===== src/rtl/tga_pkg.sv =====
package tga_pkg;

	localparam int unsigned MAX_PIXELS = 65536;

	localparam logic [7:0] HDR_ID_LEN   = 8'd0;
	localparam logic [7:0] HDR_CMAP     = 8'd1;
	localparam logic [7:0] HDR_TYPE     = 8'd2;
	localparam logic [7:0] HDR_WIDTH_L  = 8'd12;
	localparam logic [7:0] HDR_WIDTH_H  = 8'd13;
	localparam logic [7:0] HDR_HEIGHT_L = 8'd14;
	localparam logic [7:0] HDR_HEIGHT_H = 8'd15;
	localparam logic [7:0] HDR_BPP      = 8'd16;
	localparam logic [7:0] HDR_LAST     = 8'd17;

	localparam logic [3:0] TYPE_NONE = 4'd0;
	localparam logic [3:0] TYPE_RAW  = 4'd2;
	localparam logic [3:0] TYPE_RLE  = 4'd10;

	localparam logic [7:0] BPP_24 = 8'd24;
	localparam logic [7:0] BPP_32 = 8'd32;

	localparam logic [7:0] ALPHA_OPAQUE = 8'hff;
	localparam logic [16:0] EXPECTED_RESET = 17'h10000;

	localparam logic KIND_PIXEL = 1'b0;
	localparam logic KIND_ERROR = 1'b1;

	localparam logic [2:0] ERR_NONE     = 3'd0;
	localparam logic [2:0] ERR_BAD_TYPE = 3'd1;
	localparam logic [2:0] ERR_FORMAT   = 3'd2;
	localparam logic [2:0] ERR_COUNT    = 3'd3;
	localparam logic [2:0] ERR_NARROW   = 3'd4;

	typedef struct packed {
		logic [7:0] data_byte;
		logic       first;
	} tga_in_t;

	typedef struct packed {
		logic        kind;
		logic [15:0] pixel_address;
		logic [7:0]  run_count;
		logic [7:0]  red;
		logic [7:0]  green;
		logic [7:0]  blue;
		logic [7:0]  alpha;
		logic [2:0]  error_code;
		logic        image_done;
		logic        last;
	} tga_out_t;

	typedef struct packed {
		logic hdr_byte;
		logic hdr_init;
		logic skip_byte;
		logic pkt_byte;
		logic pix_byte;
		logic seg_load;
		logic err_load;
	} tga_cmd_t;

	typedef struct packed {
		logic hdr_last;
		logic hdr_err;
		logic id_zero;
		logic is_rle;
		logic skip_done;
		logic pix_done;
		logic pkt_next;
		logic seg_last;
		logic seg_done;
		logic out_free;
	} tga_sts_t;

endpackage


===== src/rtl/tga_dp.sv =====
module tga_dp (
	input  logic               clk,
	input  logic               arst_n,
	input  logic               cfg_we,
	input  logic [16:0]        cfg_wdata,
	input  tga_pkg::tga_in_t   byte_data,
	input  tga_pkg::tga_cmd_t  cmd,
	output tga_pkg::tga_sts_t  sts,
	output logic               result_valid,
	input  logic               result_ready,
	output tga_pkg::tga_out_t  result_data
);

	logic [16:0] expected_q;
	logic [7:0]  cnt_q;
	logic [7:0]  id_len_q;
	logic        cmap_q;
	logic [3:0]  kind_q;
	logic [7:0]  bpp_q;
	logic [15:0] width_q;
	logic [15:0] height_q;
	logic [31:0] total_q;
	logic [15:0] row_q;
	logic [15:0] col_q;
	logic [15:0] base_q;
	logic [7:0]  pkt_left_q;
	logic        pkt_run_q;
	logic [31:0] color_q;
	logic [1:0]  ci_q;
	logic [7:0]  n_q;
	logic        out_valid_q;
	tga_pkg::tga_out_t out_q;

	logic [7:0]  d;
	logic [7:0]  idx;
	logic [2:0]  err_code;
	logic        is_rle;
	logic [1:0]  ci_end;
	logic [15:0] room;
	logic [15:0] n_wide;
	logic        row_end;
	logic [7:0]  seg;

	assign d      = byte_data.data_byte;
	assign idx    = byte_data.first ? tga_pkg::HDR_ID_LEN : cnt_q;
	assign is_rle = (kind_q == tga_pkg::TYPE_RLE);
	assign ci_end = (bpp_q == tga_pkg::BPP_32) ? 2'd3 : 2'd2;
	assign room   = width_q - col_q;
	assign n_wide = {8'd0, n_q};
	assign row_end = (n_wide >= room);
	assign seg    = row_end ? room[7:0] : n_q;

	always_comb begin
		priority if (kind_q == tga_pkg::TYPE_NONE) begin
			err_code = tga_pkg::ERR_BAD_TYPE;
		end else if (cmap_q || (bpp_q != tga_pkg::BPP_24 && bpp_q != tga_pkg::BPP_32)) begin
			err_code = tga_pkg::ERR_FORMAT;
		end else if (total_q == 32'd0 || total_q != {15'd0, expected_q}
				|| total_q > 32'(tga_pkg::MAX_PIXELS)) begin
			err_code = tga_pkg::ERR_COUNT;
		end else if (width_q < 16'd4) begin
			err_code = tga_pkg::ERR_NARROW;
		end else begin
			err_code = tga_pkg::ERR_NONE;
		end
	end

	always_comb begin
		sts.hdr_last  = (idx == tga_pkg::HDR_LAST);
		sts.hdr_err   = (err_code != tga_pkg::ERR_NONE);
		sts.id_zero   = (id_len_q == 8'd0);
		sts.is_rle    = is_rle;
		sts.skip_done = (cnt_q == 8'd1);
		sts.pix_done  = (ci_q == ci_end);
		sts.pkt_next  = is_rle && (pkt_run_q || pkt_left_q == 8'd1);
		sts.seg_last  = (n_wide <= room) || (row_q == 16'd0);
		sts.seg_done  = row_end && (row_q == 16'd0);
		sts.out_free  = !out_valid_q || result_ready;
	end

	always_ff @(posedge clk or negedge arst_n) begin
		if (!arst_n) begin
			expected_q <= tga_pkg::EXPECTED_RESET;
			cnt_q      <= 8'd0;
			id_len_q   <= 8'd0;
			cmap_q     <= 1'b0;
			kind_q     <= tga_pkg::TYPE_NONE;
			bpp_q      <= 8'd0;
			width_q    <= 16'd0;
			height_q   <= 16'd0;
			total_q    <= 32'd0;
			row_q      <= 16'd0;
			col_q      <= 16'd0;
			base_q     <= 16'd0;
			pkt_left_q <= 8'd0;
			pkt_run_q  <= 1'b0;
			color_q    <= 32'd0;
			ci_q       <= 2'd0;
			n_q        <= 8'd0;
			out_valid_q <= 1'b0;
			out_q      <= '0;
		end else begin
			if (cfg_we) begin
				expected_q <= cfg_wdata;
			end
			total_q <= width_q * height_q;

			if (cmd.hdr_byte) begin
				unique case (idx)
					tga_pkg::HDR_ID_LEN:   id_len_q <= d;
					tga_pkg::HDR_CMAP:     cmap_q <= (d != 8'd0);
					tga_pkg::HDR_TYPE: begin
						if (d == {4'd0, tga_pkg::TYPE_RAW}) begin
							kind_q <= tga_pkg::TYPE_RAW;
						end else if (d == {4'd0, tga_pkg::TYPE_RLE}) begin
							kind_q <= tga_pkg::TYPE_RLE;
						end else begin
							kind_q <= tga_pkg::TYPE_NONE;
						end
					end
					tga_pkg::HDR_WIDTH_L:  width_q[7:0] <= d;
					tga_pkg::HDR_WIDTH_H:  width_q[15:8] <= d;
					tga_pkg::HDR_HEIGHT_L: height_q[7:0] <= d;
					tga_pkg::HDR_HEIGHT_H: height_q[15:8] <= d;
					tga_pkg::HDR_BPP:      bpp_q <= d;
					default: ;
				endcase
				cnt_q <= idx + 8'd1;
			end

			if (cmd.hdr_init) begin
				cnt_q      <= id_len_q;
				row_q      <= height_q - 16'd1;
				base_q     <= total_q[15:0] - width_q;
				col_q      <= 16'd0;
				ci_q       <= 2'd0;
				pkt_left_q <= 8'd0;
				pkt_run_q  <= 1'b0;
			end

			if (cmd.skip_byte) begin
				cnt_q <= cnt_q - 8'd1;
			end

			if (cmd.pkt_byte) begin
				pkt_left_q <= {1'b0, d[6:0]} + 8'd1;
				pkt_run_q  <= d[7];
				ci_q       <= 2'd0;
			end

			if (cmd.pix_byte) begin
				color_q[{ci_q, 3'b000} +: 8] <= d;
				if (sts.pix_done) begin
					ci_q <= 2'd0;
					if (bpp_q != tga_pkg::BPP_32) begin
						color_q[31:24] <= tga_pkg::ALPHA_OPAQUE;
					end
					if (is_rle && pkt_run_q) begin
						n_q        <= pkt_left_q;
						pkt_left_q <= 8'd0;
					end else begin
						n_q <= 8'd1;
						if (is_rle) begin
							pkt_left_q <= pkt_left_q - 8'd1;
						end
					end
				end else begin
					ci_q <= ci_q + 2'd1;
				end
			end

			if (cmd.seg_load) begin
				out_q.kind          <= tga_pkg::KIND_PIXEL;
				out_q.pixel_address <= base_q + col_q;
				out_q.run_count     <= seg;
				out_q.red           <= color_q[23:16];
				out_q.green         <= color_q[15:8];
				out_q.blue          <= color_q[7:0];
				out_q.alpha         <= color_q[31:24];
				out_q.error_code    <= tga_pkg::ERR_NONE;
				out_q.image_done    <= sts.seg_done;
				out_q.last          <= sts.seg_last;
				n_q <= n_q - seg;
				if (row_end) begin
					col_q <= 16'd0;
					if (row_q != 16'd0) begin
						row_q  <= row_q - 16'd1;
						base_q <= base_q - width_q;
					end
				end else begin
					col_q <= col_q + {8'd0, seg};
				end
			end else if (cmd.err_load) begin
				out_q            <= '0;
				out_q.kind       <= tga_pkg::KIND_ERROR;
				out_q.error_code <= err_code;
				out_q.last       <= 1'b1;
			end

			if (cmd.seg_load || cmd.err_load) begin
				out_valid_q <= 1'b1;
			end else if (result_ready) begin
				out_valid_q <= 1'b0;
			end
		end
	end

	assign result_valid = out_valid_q;
	assign result_data  = out_q;

endmodule


===== src/rtl/tga_ctrl.sv =====
module tga_ctrl (
	input  logic              clk,
	input  logic              arst_n,
	input  logic              byte_valid,
	input  logic              first,
	output logic              byte_ready,
	input  tga_pkg::tga_sts_t sts,
	output tga_pkg::tga_cmd_t cmd
);

	typedef enum logic [5:0] {
		ST_HEADER = 6'b000001,
		ST_SKIP   = 6'b000010,
		ST_PACKET = 6'b000100,
		ST_PIXEL  = 6'b001000,
		ST_STOP   = 6'b010000,
		ST_EMIT   = 6'b100000
	} state_t;

	state_t state_q, state_d;
	state_t ret_q, ret_d;
	state_t ph;
	logic   err_pend_q, err_pend_d;
	logic   fire;

	assign byte_ready = (state_q != ST_EMIT);
	assign fire = byte_valid && byte_ready;
	assign ph = first ? ST_HEADER : state_q;

	always_comb begin
		cmd        = '0;
		state_d    = state_q;
		ret_d      = ret_q;
		err_pend_d = err_pend_q;
		if (fire) begin
			unique case (ph)
				ST_HEADER: begin
					cmd.hdr_byte = 1'b1;
					if (sts.hdr_last) begin
						if (sts.hdr_err) begin
							err_pend_d = 1'b1;
							state_d    = ST_EMIT;
						end else begin
							cmd.hdr_init = 1'b1;
							if (!sts.id_zero) begin
								state_d = ST_SKIP;
							end else begin
								state_d = sts.is_rle ? ST_PACKET : ST_PIXEL;
							end
						end
					end else begin
						state_d = ST_HEADER;
					end
				end
				ST_SKIP: begin
					cmd.skip_byte = 1'b1;
					if (sts.skip_done) begin
						state_d = sts.is_rle ? ST_PACKET : ST_PIXEL;
					end
				end
				ST_PACKET: begin
					cmd.pkt_byte = 1'b1;
					state_d = ST_PIXEL;
				end
				ST_PIXEL: begin
					cmd.pix_byte = 1'b1;
					if (sts.pix_done) begin
						ret_d   = sts.pkt_next ? ST_PACKET : ST_PIXEL;
						state_d = ST_EMIT;
					end
				end
				ST_STOP: state_d = ST_STOP;
				ST_EMIT: ;
				default: ;
			endcase
		end else if (state_q == ST_EMIT && sts.out_free) begin
			if (err_pend_q) begin
				cmd.err_load = 1'b1;
				err_pend_d   = 1'b0;
				state_d      = ST_STOP;
			end else begin
				cmd.seg_load = 1'b1;
				if (sts.seg_done) begin
					state_d = ST_STOP;
				end else if (sts.seg_last) begin
					state_d = ret_q;
				end
			end
		end
	end

	always_ff @(posedge clk or negedge arst_n) begin
		if (!arst_n) begin
			state_q    <= ST_HEADER;
			ret_q      <= ST_HEADER;
			err_pend_q <= 1'b0;
		end else begin
			state_q    <= state_d;
			ret_q      <= ret_d;
			err_pend_q <= err_pend_d;
		end
	end

endmodule


===== src/rtl/tga_rle_rgba_decoder_top.sv =====
// tga image decoder: file bytes in, rgba run segments or one error report out
// byte channel: byte_valid/byte_ready carry one file byte and a first flag;
//   first restarts header parsing in any phase
// result channel: result_valid/result_ready carry one run segment or error,
//   held in an output register; last marks the final result of a byte
// cfg_we/cfg_wdata write the required pixel count (width times height)
// a byte that does not finish a pixel or the header loads no result
// a byte that finishes a pixel loads one result per row segment of its run,
//   one segment per cycle from the address adder unless the receiver stalls;
//   a header error loads one error report; when the receiver stalls,
//   segment generation in the emit state waits on the output register
//   and byte_ready stays low until all results of that byte are loaded
// reset: header parse at byte 0, pixel count register 65536, no result held
// after the final pixel or an error, bytes are taken and dropped until first
module tga_rle_rgba_decoder_top (
	input  logic              clk,
	input  logic              arst_n,
	input  logic              cfg_we,
	input  logic [16:0]       cfg_wdata,
	input  logic              byte_valid,
	output logic              byte_ready,
	input  tga_pkg::tga_in_t  byte_data,
	output logic              result_valid,
	input  logic              result_ready,
	output tga_pkg::tga_out_t result_data
);

	tga_pkg::tga_cmd_t cmd;
	tga_pkg::tga_sts_t sts;

	tga_ctrl u_ctrl (
		.clk        (clk),
		.arst_n     (arst_n),
		.byte_valid (byte_valid),
		.first      (byte_data.first),
		.byte_ready (byte_ready),
		.sts        (sts),
		.cmd        (cmd)
	);

	tga_dp u_dp (
		.clk          (clk),
		.arst_n       (arst_n),
		.cfg_we       (cfg_we),
		.cfg_wdata    (cfg_wdata),
		.byte_data    (byte_data),
		.cmd          (cmd),
		.sts          (sts),
		.result_valid (result_valid),
		.result_ready (result_ready),
		.result_data  (result_data)
	);

`ifndef SYNTHESIS
	a_no_overwrite: assert property (@(posedge clk) disable iff (!arst_n)
		(cmd.seg_load || cmd.err_load) |-> (!result_valid || result_ready))
		else $error("result register overwritten while held");

	a_one_action: assert property (@(posedge clk) disable iff (!arst_n)
		$onehot0({cmd.hdr_byte, cmd.skip_byte, cmd.pkt_byte, cmd.pix_byte,
			cmd.seg_load, cmd.err_load}))
		else $error("more than one datapath action in a cycle");

	a_load_blocks_input: assert property (@(posedge clk) disable iff (!arst_n)
		(cmd.seg_load || cmd.err_load) |-> !byte_ready)
		else $error("byte accepted while results are being produced");

	a_error_is_last: assert property (@(posedge clk) disable iff (!arst_n)
		(result_valid && result_data.kind == tga_pkg::KIND_ERROR)
			|-> (result_data.last && result_data.run_count == 8'd0))
		else $error("malformed error report");
`endif

endmodule


===== config.mk =====
export PLATFORM = sky130hd
export DESIGN_NAME = tga_rle_rgba_decoder_top
export DESIGN_NICKNAME = d
export VERILOG_FILES = /design/src/rtl/tga_pkg.sv /design/src/rtl/tga_dp.sv /design/src/rtl/tga_ctrl.sv /design/src/rtl/tga_rle_rgba_decoder_top.sv
export SDC_FILE = /design/constraint.sdc
export NUM_CORES = 1
export LEC_CHECK = 0
export CORE_MARGIN = 1.5
export CORE_UTILIZATION = 66
export DETAILED_ROUTE_END_ITERATION = 12
export DONT_BUFFER_PORTS = 1
export GPL_TIMING_DRIVEN = 0
export PLACE_DENSITY_LB_ADDON = 0.08
export SYNTH_ARGS = -nofsm -noshare
export SYNTH_HDL_FRONTEND = slang
export SYNTH_SLANG_ARGS = --single-unit

===== constraint.sdc =====
create_clock -name clk -period 7.5 [get_ports clk]
set_clock_uncertainty 0.1 [all_clocks]
set_input_delay 1.5 -clock clk [delete_from_list [all_inputs] [get_ports clk]]
set_output_delay 1.5 -clock clk [all_outputs]
set_load 0.03 [all_outputs]

# Yosys cells after proc, flatten, opt, wreduce, memory -nomap -nowiden
# Cells that the tools add are included.
# Widths: inputs -> output; s select.
dict set report totals {
  out_inout_bits 64
  in_bits 31
  ff_bits 285
  word_cells 205
}
dict set report op_classes {
  magnitude_cmp 4
  mux 76
  add_sub_neg 14
  n_reduce_logical 44
  eq_ne 31
  shift 2
  mul 1
}
# cell n
set ops {}
lappend ops {{$mux 16} 11}
lappend ops {{$mux 8} 17}
lappend ops {{$mux 62} 2}
lappend ops {{$mux 6} 11}
lappend ops {{$sub 16x16->16} 3}
lappend ops {{$eq 8x4->1 const B} 5}
lappend ops {{$bwmux 32} 1}
lappend ops {{$gt 32x17->1 const B} 1}
lappend ops {{$logic_not 32->1} 1}
lappend ops {{$mul 16x16->32} 1}
lappend ops {{$ne 32x17->1} 1}
lappend ops {{$shift 8x7->32 const A} 1}
lappend ops {{$shiftx 8x7->32} 1}
lappend ops {{$sub 16x1->16 const B} 2}
lappend ops {{$pmux 6 s5} 1}
lappend ops {{$eq 8x1->1 const B} 3}
lappend ops {{$reduce_and 2->1} 9}
lappend ops {{$mux 1} 17}
lappend ops {{$add 16x16->16} 1}
lappend ops {{$add 16x8->16} 1}
lappend ops {{$eq 8x2->1 const B} 2}
lappend ops {{$eq 8x5->1 const B} 2}
lappend ops {{$ge 8x16->1} 1}
lappend ops {{$le 8x16->1} 1}
lappend ops {{other kinds (39)} 76}

# Depth between registers and ports, before layout
dict set report logic_depth {
  depth_word 17
  ltp_mapped 30
  depth_no_buf 29
}

# Modules after synthesis
# From an unflattened synthesis, not the netlist that was laid out.
dict set report unflattened {
  cells_unflattened 2662
  area_unflattened_um2 25021.5
}
# module n_inst cells_each area_each_um2 seq_area_each_um2
set by_module_without_submodules {}
lappend by_module_without_submodules {tga_dp 1 2570 24203.2 6757.7}
lappend by_module_without_submodules {tga_ctrl 1 92 818.3 252.7}

# Worst setup path after synthesis
# Ideal clock, no wire load.
dict set report synth_timing {
  path_kind {reg-to-reg}
  start {register u_dp.height_q[7]}
  end {register u_dp.total_q[31]}
  arrival_ns 6.535
  t_required_ns 7.277
  path_slack_ns 0.743
  stages_incl_launch_ff 26
  setup_time_ns 0.123
  synth_period_minus_slack_ns 6.757
  path_buffers 2
  path_cell_list {dfrtp_1 > clkbuf_1 > buf_1 > nand2_1 > fa_1 > inv_1 > fa_1 > inv_1 > fa_1 > inv_1 > fa_1 > fa_1 > inv_1 > fa_1 > inv_1 > ha_1 > and4_1 > o211a_1 > nand2b_1 > a41oi_1 > or4b_1 > a31oi_1 > o21ai_1 > a41o_1 > o41a_1 > xnor2_1}
}
dict set report synth_between {
  elab_chain_cells 1
}
# item line
set synth_rtl {}
lappend synth_rtl {{start, declared} tga_dp.sv:21} ;# logic [15:0] height_q;
lappend synth_rtl {{start signal, assigned} tga_dp.sv:90} ;# height_q <= 16'd0;
lappend synth_rtl {{start signal, assigned} tga_dp.sv:123} ;# tga_pkg::HDR_HEIGHT_L: height_q[7:0] <= d;
lappend synth_rtl {{$mul 16x16->32} tga_dp.sv:106} ;# total_q <= width_q * height_q;
lappend synth_rtl {{end signal, assigned} tga_dp.sv:106}
lappend synth_rtl {{end, declared} tga_dp.sv:22} ;# logic [31:0] total_q;
# Every way passes these cells.
# A chain may end at the register's enable or synchronous reset.

# Worst setup path after layout
dict set report layout_timing {
  start {register u_dp.width_q[7]}
  end {register u_dp.total_q[31]}
}
dict set report layout_between {
  elab_chain_cells 1
}
# item line
set layout_rtl {}
lappend layout_rtl {{start, declared} tga_dp.sv:20} ;# logic [15:0] width_q;
lappend layout_rtl {{start signal, assigned} tga_dp.sv:89} ;# width_q <= 16'd0;
lappend layout_rtl {{start signal, assigned} tga_dp.sv:121} ;# tga_pkg::HDR_WIDTH_L: width_q[7:0] <= d;
lappend layout_rtl {{$mul 16x16->32} tga_dp.sv:106}
# Every way passes these cells.

==> results.sh <==
export IMPL_routed_wire_length_per_instance_um=20.2
export IMPL_syn_area_per_cell_sq_um=8.89
export IMPL_tightest_slew_ns=1.37
export IMPL_cpLargestDelayFamily="adder cells"
export IMPL_critPathLaunchType="flop"
export IMPL_irDropWorstVdd_mv=0.163
export IMPL_p_sw_mw=1.89
export IMPL_viasPerCell=6.13
export IMPL_synthesis_area_sq_um=24800
export IMPL_intPower_mw=3.44
export IMPL_cts_tree="done"
export IMPL_final_count_of_pins_violating_max_slew=0
export IMPL_clock_sinks=280
export IMPL_power_frac_seq=0.380
export IMPL_hold_buffers=0
export IMPL_worst_ep_required_time_ns=7.84
export IMPL_max_clock_path_buffers=3
export IMPL_setup_violating_endpoint_count_in_the_final_report=0
export IMPL_die_height_um=197
export IMPL_critical_path_buf_inv_count=5
export IMPL_final_fill_count=2829
export IMPL_cts_clk_slew_worst_paths_ns=0.06
export IMPL_placement_io_buffers=0
export IMPL_area_growth_from_synthesis_to_final_layout_pct=7.47
export IMPL_timing_critical_path_slowest_cell_delay_ns=0.58
export IMPL_insertedDiodeCount=0
export IMPL_layout_nets=3244
export IMPL_crit_path_max_fanout=10
export IMPL_grt_pass1_vias=20600
export IMPL_drt_pass_1_iters=5
export IMPL_arrival_ns=7.64
export IMPL_syn_instance_count=2785
export IMPL_fmax_mhz=137
export IMPL_ctsHtreeMaxLevel=2
export IMPL_critical_path_endpoint_type="flop"
export IMPL_netlist_top_cells_area="dfrtp_1 (28%), fa_1 (16%), ha_1 (10%)"
export IMPL_r2r_setup_slack_ns=0.20
export IMPL_min_path_type="reg2reg"
export IMPL_io_pins=95
export IMPL_synth_cell_types=77
export IMPL_drt_wl_total_um=66700
export IMPL_grt_total_usage=0.360
export IMPL_synth_edf_count=0
export IMPL_status="finished, final reports clean"
export IMPL_grt_start_max_net_pins=281
export IMPL_whs_endpoint="u_dp.color_q[0]$_DFFE_PN0P_"
export IMPL_yosysSeqAreaShare=0.283
export IMPL_crit_slowest_cell="or4b_1"
export IMPL_worst_setup_path_type="reg2reg"
export IMPL_critPathMostFrequentCell="fa_1"
export IMPL_timing_critical_path_cells="clkbuf_2 > clkbuf_4 > nand2_1 > fa_1 > fa_1 > fa_1 > fa_1 > inv_1 > fa_1 > inv_1 > fa_1 > inv_1 > ha_1 > and4_1 > o211a_1 > nand2b_1 > a41oi_2 > or4b_1 > a31oi_4 > o21ai_1 > a41o_1 > o41a_1 > xnor2_1"
export IMPL_power_switching_fraction=0.355
export IMPL_design_area_sq_um=26600
export IMPL_p_clk_frac=0.329
export IMPL_hold_viol=0
export IMPL_comb_power_share=0.291
export IMPL_die_x_um=197
export IMPL_gpl_final_weighted_congestion=0.927
export IMPL_cts_root_buffer="clkbuf_16"
export IMPL_synth_nets=3221
export IMPL_routed_via_count=20200
export IMPL_drv_cap=0
export IMPL_slew_headroom=0.0813
export IMPL_postCtsSetupRepairBufs=0
export IMPL_grt_overflow=0
export IMPL_yosysTopAreaCell="dfrtp_1"
export IMPL_post_route_cells_drive_above_1_share=0.0632
export IMPL_whs_ns=0.383
export IMPL_worst_r2r_path_depth=23
export IMPL_power_per_cell_area_nw_per_um2=201
export IMPL_starting_density=0.673
export IMPL_crit_reg2reg_launch="u_dp.width_q[7]$_DFFE_PN0P_"
export IMPL_final_clock_period_utilization_by_the_worst_path=0.973
export IMPL_portion_of_synthesized_cell_area_occupied_by_the_leading_cell_type=0.280
export IMPL_critical_path_reg2reg_endpoint="u_dp.total_q[31]$_DFF_PN0_"
export IMPL_site_rows=70
export IMPL_initialDrtViolationCount=1403
export IMPL_yosys_most_used_dff="dfrtp_1"
export IMPL_min_delay_startpoint="u_dp.color_q[0]$_DFFE_PN0P_"
export IMPL_cts_inserted_buffers=34
export IMPL_flip_flop_and_latch_count_after_synthesis=280
export IMPL_p_total_mw=5.34
export IMPL_p_leak_nw=12.9
export IMPL_post_route_min_period_ns=7.30
export IMPL_global_route_wire_length_before_repair_um=109000
export IMPL_antenna_violating_nets_post_route=0
export IMPL_fp_dieArea_sq_um=38700
export IMPL_drcViolationCount=0
export IMPL_synth_warnings=0
export IMPL_placeableCoreArea_sq_um=36800
export IMPL_antenna_found_initial=0
export IMPL_place_detailed_hpwl_um=50800
export IMPL_post_dp_cell_area_sq_um=25300
export IMPL_asyncSetResetFlopFracSynth=1.00
export IMPL_worst_skew_pair_late_latency_ns=0.56
export IMPL_worst_hold_path_num_cells=2
## per-stage QoR
step	utilization	instances	setup TNS [ns]	setup WS (ns)
5_1_grt	0.723	3300	-0.0270	-0.0270
3_5_place_dp	0.689	3253	-1.50	-0.681
4_1_cts	0.722	3305	0	0.00152
2_1_floorplan	-	2785	0	0.743
3_3_place_gp	0.689	3253	-1.19	-0.591
6_report	0.723	3300	0	0.203
## cell usage in the layout (no fill, tap or decap), drive strengths merged, types with 53 or more instances in the layout
master | Yosys | routed
a21oi | 127 | 127
and2 | 119 | 119
clkbuf | 120 | 146
dfrtp | 277 | 277
fa | 200 | 200
ha | 205 | 205
inv | 339 | 339
mux2 | 55 | 55
nand2 | 403 | 403
nand3 | 53 | 53
nor2 | 124 | 124
o21ai | 179 | 179
xnor2 | 97 | 97
## layout make-up
class / count / area, sq um / area share
Tap cell: 468 / 586 / 0.0220
Clock inverter: 12 / 215 / 0.00809
Sequential cell: 280 / 7020 / 0.264
Clock buffer: 48 / 983 / 0.0370
Inverter: 340 / 1280 / 0.0480
Buffer: 125 / 576 / 0.0216
Multi-Input combinational cell: 2027 / 16000 / 0.600
## synthesized netlist by cell type (16+ instances only)
master	n
a211oi_1	28
a21o_1	33
a21oi_1	127
a31oi_1	24
and2_1	119
clkbuf_1	120
dfrtp_1	277
fa_1	200
ha_1	205
inv_1	339
mux2_2	55
nand2_1	403
nand2b_1	25
nand3_1	52
nand4_1	19
nor2_1	124
nor2b_1	16
nor3_1	50
nor4_1	22
o21a_1	18
o21ai_0	174
or3_1	21
xnor2_1	97
xor2_1	46
## cell families after synthesis
group | Yosys count | synth area share
and+or+nand+nor | 908 | 0.174
AOI/OAI and AO/OA | 508 | 0.125
buffers and inverters | 478 | 0.0735
adders and majority gates | 405 | 0.265
DFF | 280 | 0.283
xor gates and xnor gates | 143 | 0.0506
muxes | 63 | 0.0282
## power by group through the flow
| stage | logic, mW | registers [mW] | clock network (mW) |
|---|---|---|---|
| floorplan | 1.21 | 1.98 | 0 |
| global placement | 1.46 | 2.04 | 0 |
| detailed placement | 1.52 | 2.05 | 0 |
| CTS | 1.54 | 2.02 | 1.77 |
| global route | 1.74 | 2.05 | 1.83 |
| finish | 1.55 | 2.03 | 1.76 |
## routing by layer
| metal | vias to the layer above | part of all wire | GRT usage |
|---|---|---|---|
| met4 | 0 | 0.040 | 0.150 |
| met1 | 9981 | 0.41 | 0.470 |
| met5 | - | 0 | 0 |
| met2 | 801 | 0.48 | 0.602 |
| li1 | 9257 | - | - |
| met3 | 177 | 0.075 | 0.0561 |
## registers in the layout (all words and copies together) (netlist names)
register	flops
u_ctrl.state_q	6
u_ctrl.err_pend_q	1
u_dp.result_data	62
u_dp.height_q	16
u_dp.cnt_q	8
u_dp.width_q	16
u_dp.ci_q	2
u_dp.expected_q	17
u_dp.id_len_q	8
u_dp.row_q	16
u_dp.cmap_q	1
u_dp.total_q	32
u_dp.base_q	16
u_ctrl.ret_q	3
u_dp.col_q	16
u_dp.n_q	8
u_dp.pkt_run_q	1
u_dp.pkt_left_q	8
u_dp.kind_q	2
u_dp.color_q	32
u_dp.bpp_q	8
u_dp.result_valid	1
## worst reg2reg max path, delay by kind of cell (launching register included)
| kind | cells | cell delay (ns) |
|---|---|---|
| compound gates | 6 | 1.39 |
| xor+xnor | 1 | 0.14 |
| fa+ha+maj | 7 | 3.30 |
| buf+inv | 5 | 0.78 |
| flops | 1 | 0.39 |
| simple gates | 4 | 1.06 |
## worst max-delay path by stage
stage                     slack, ns  depth (start not counted)                          to                    startpoint
after floorplan                0.74                         25  u_dp.total_q[31]$_DFF_PN0_  u_dp.height_q[7]$_DFFE_PN0P_
after global placement        -0.59                         25  u_dp.total_q[31]$_DFF_PN0_   u_dp.width_q[6]$_DFFE_PN0P_
after detailed placement      -0.68                         25  u_dp.total_q[31]$_DFF_PN0_   u_dp.width_q[6]$_DFFE_PN0P_
after CTS                     0.002                         23  u_dp.total_q[31]$_DFF_PN0_  u_dp.width_q[12]$_DFFE_PN0P_
after global routing          -0.03                         23  u_dp.total_q[31]$_DFF_PN0_  u_dp.width_q[11]$_DFFE_PN0P_
final                          0.20                         23  u_dp.total_q[31]$_DFF_PN0_   u_dp.width_q[7]$_DFFE_PN0P_
## what timing repair did
item	in CTS	in global routing
endpoints found under the hold margin	0	0
endpoints found under the setup margin	5	7
pin swaps	0	1
resized for setup	35	52
(Power assumes the default switching activity.)
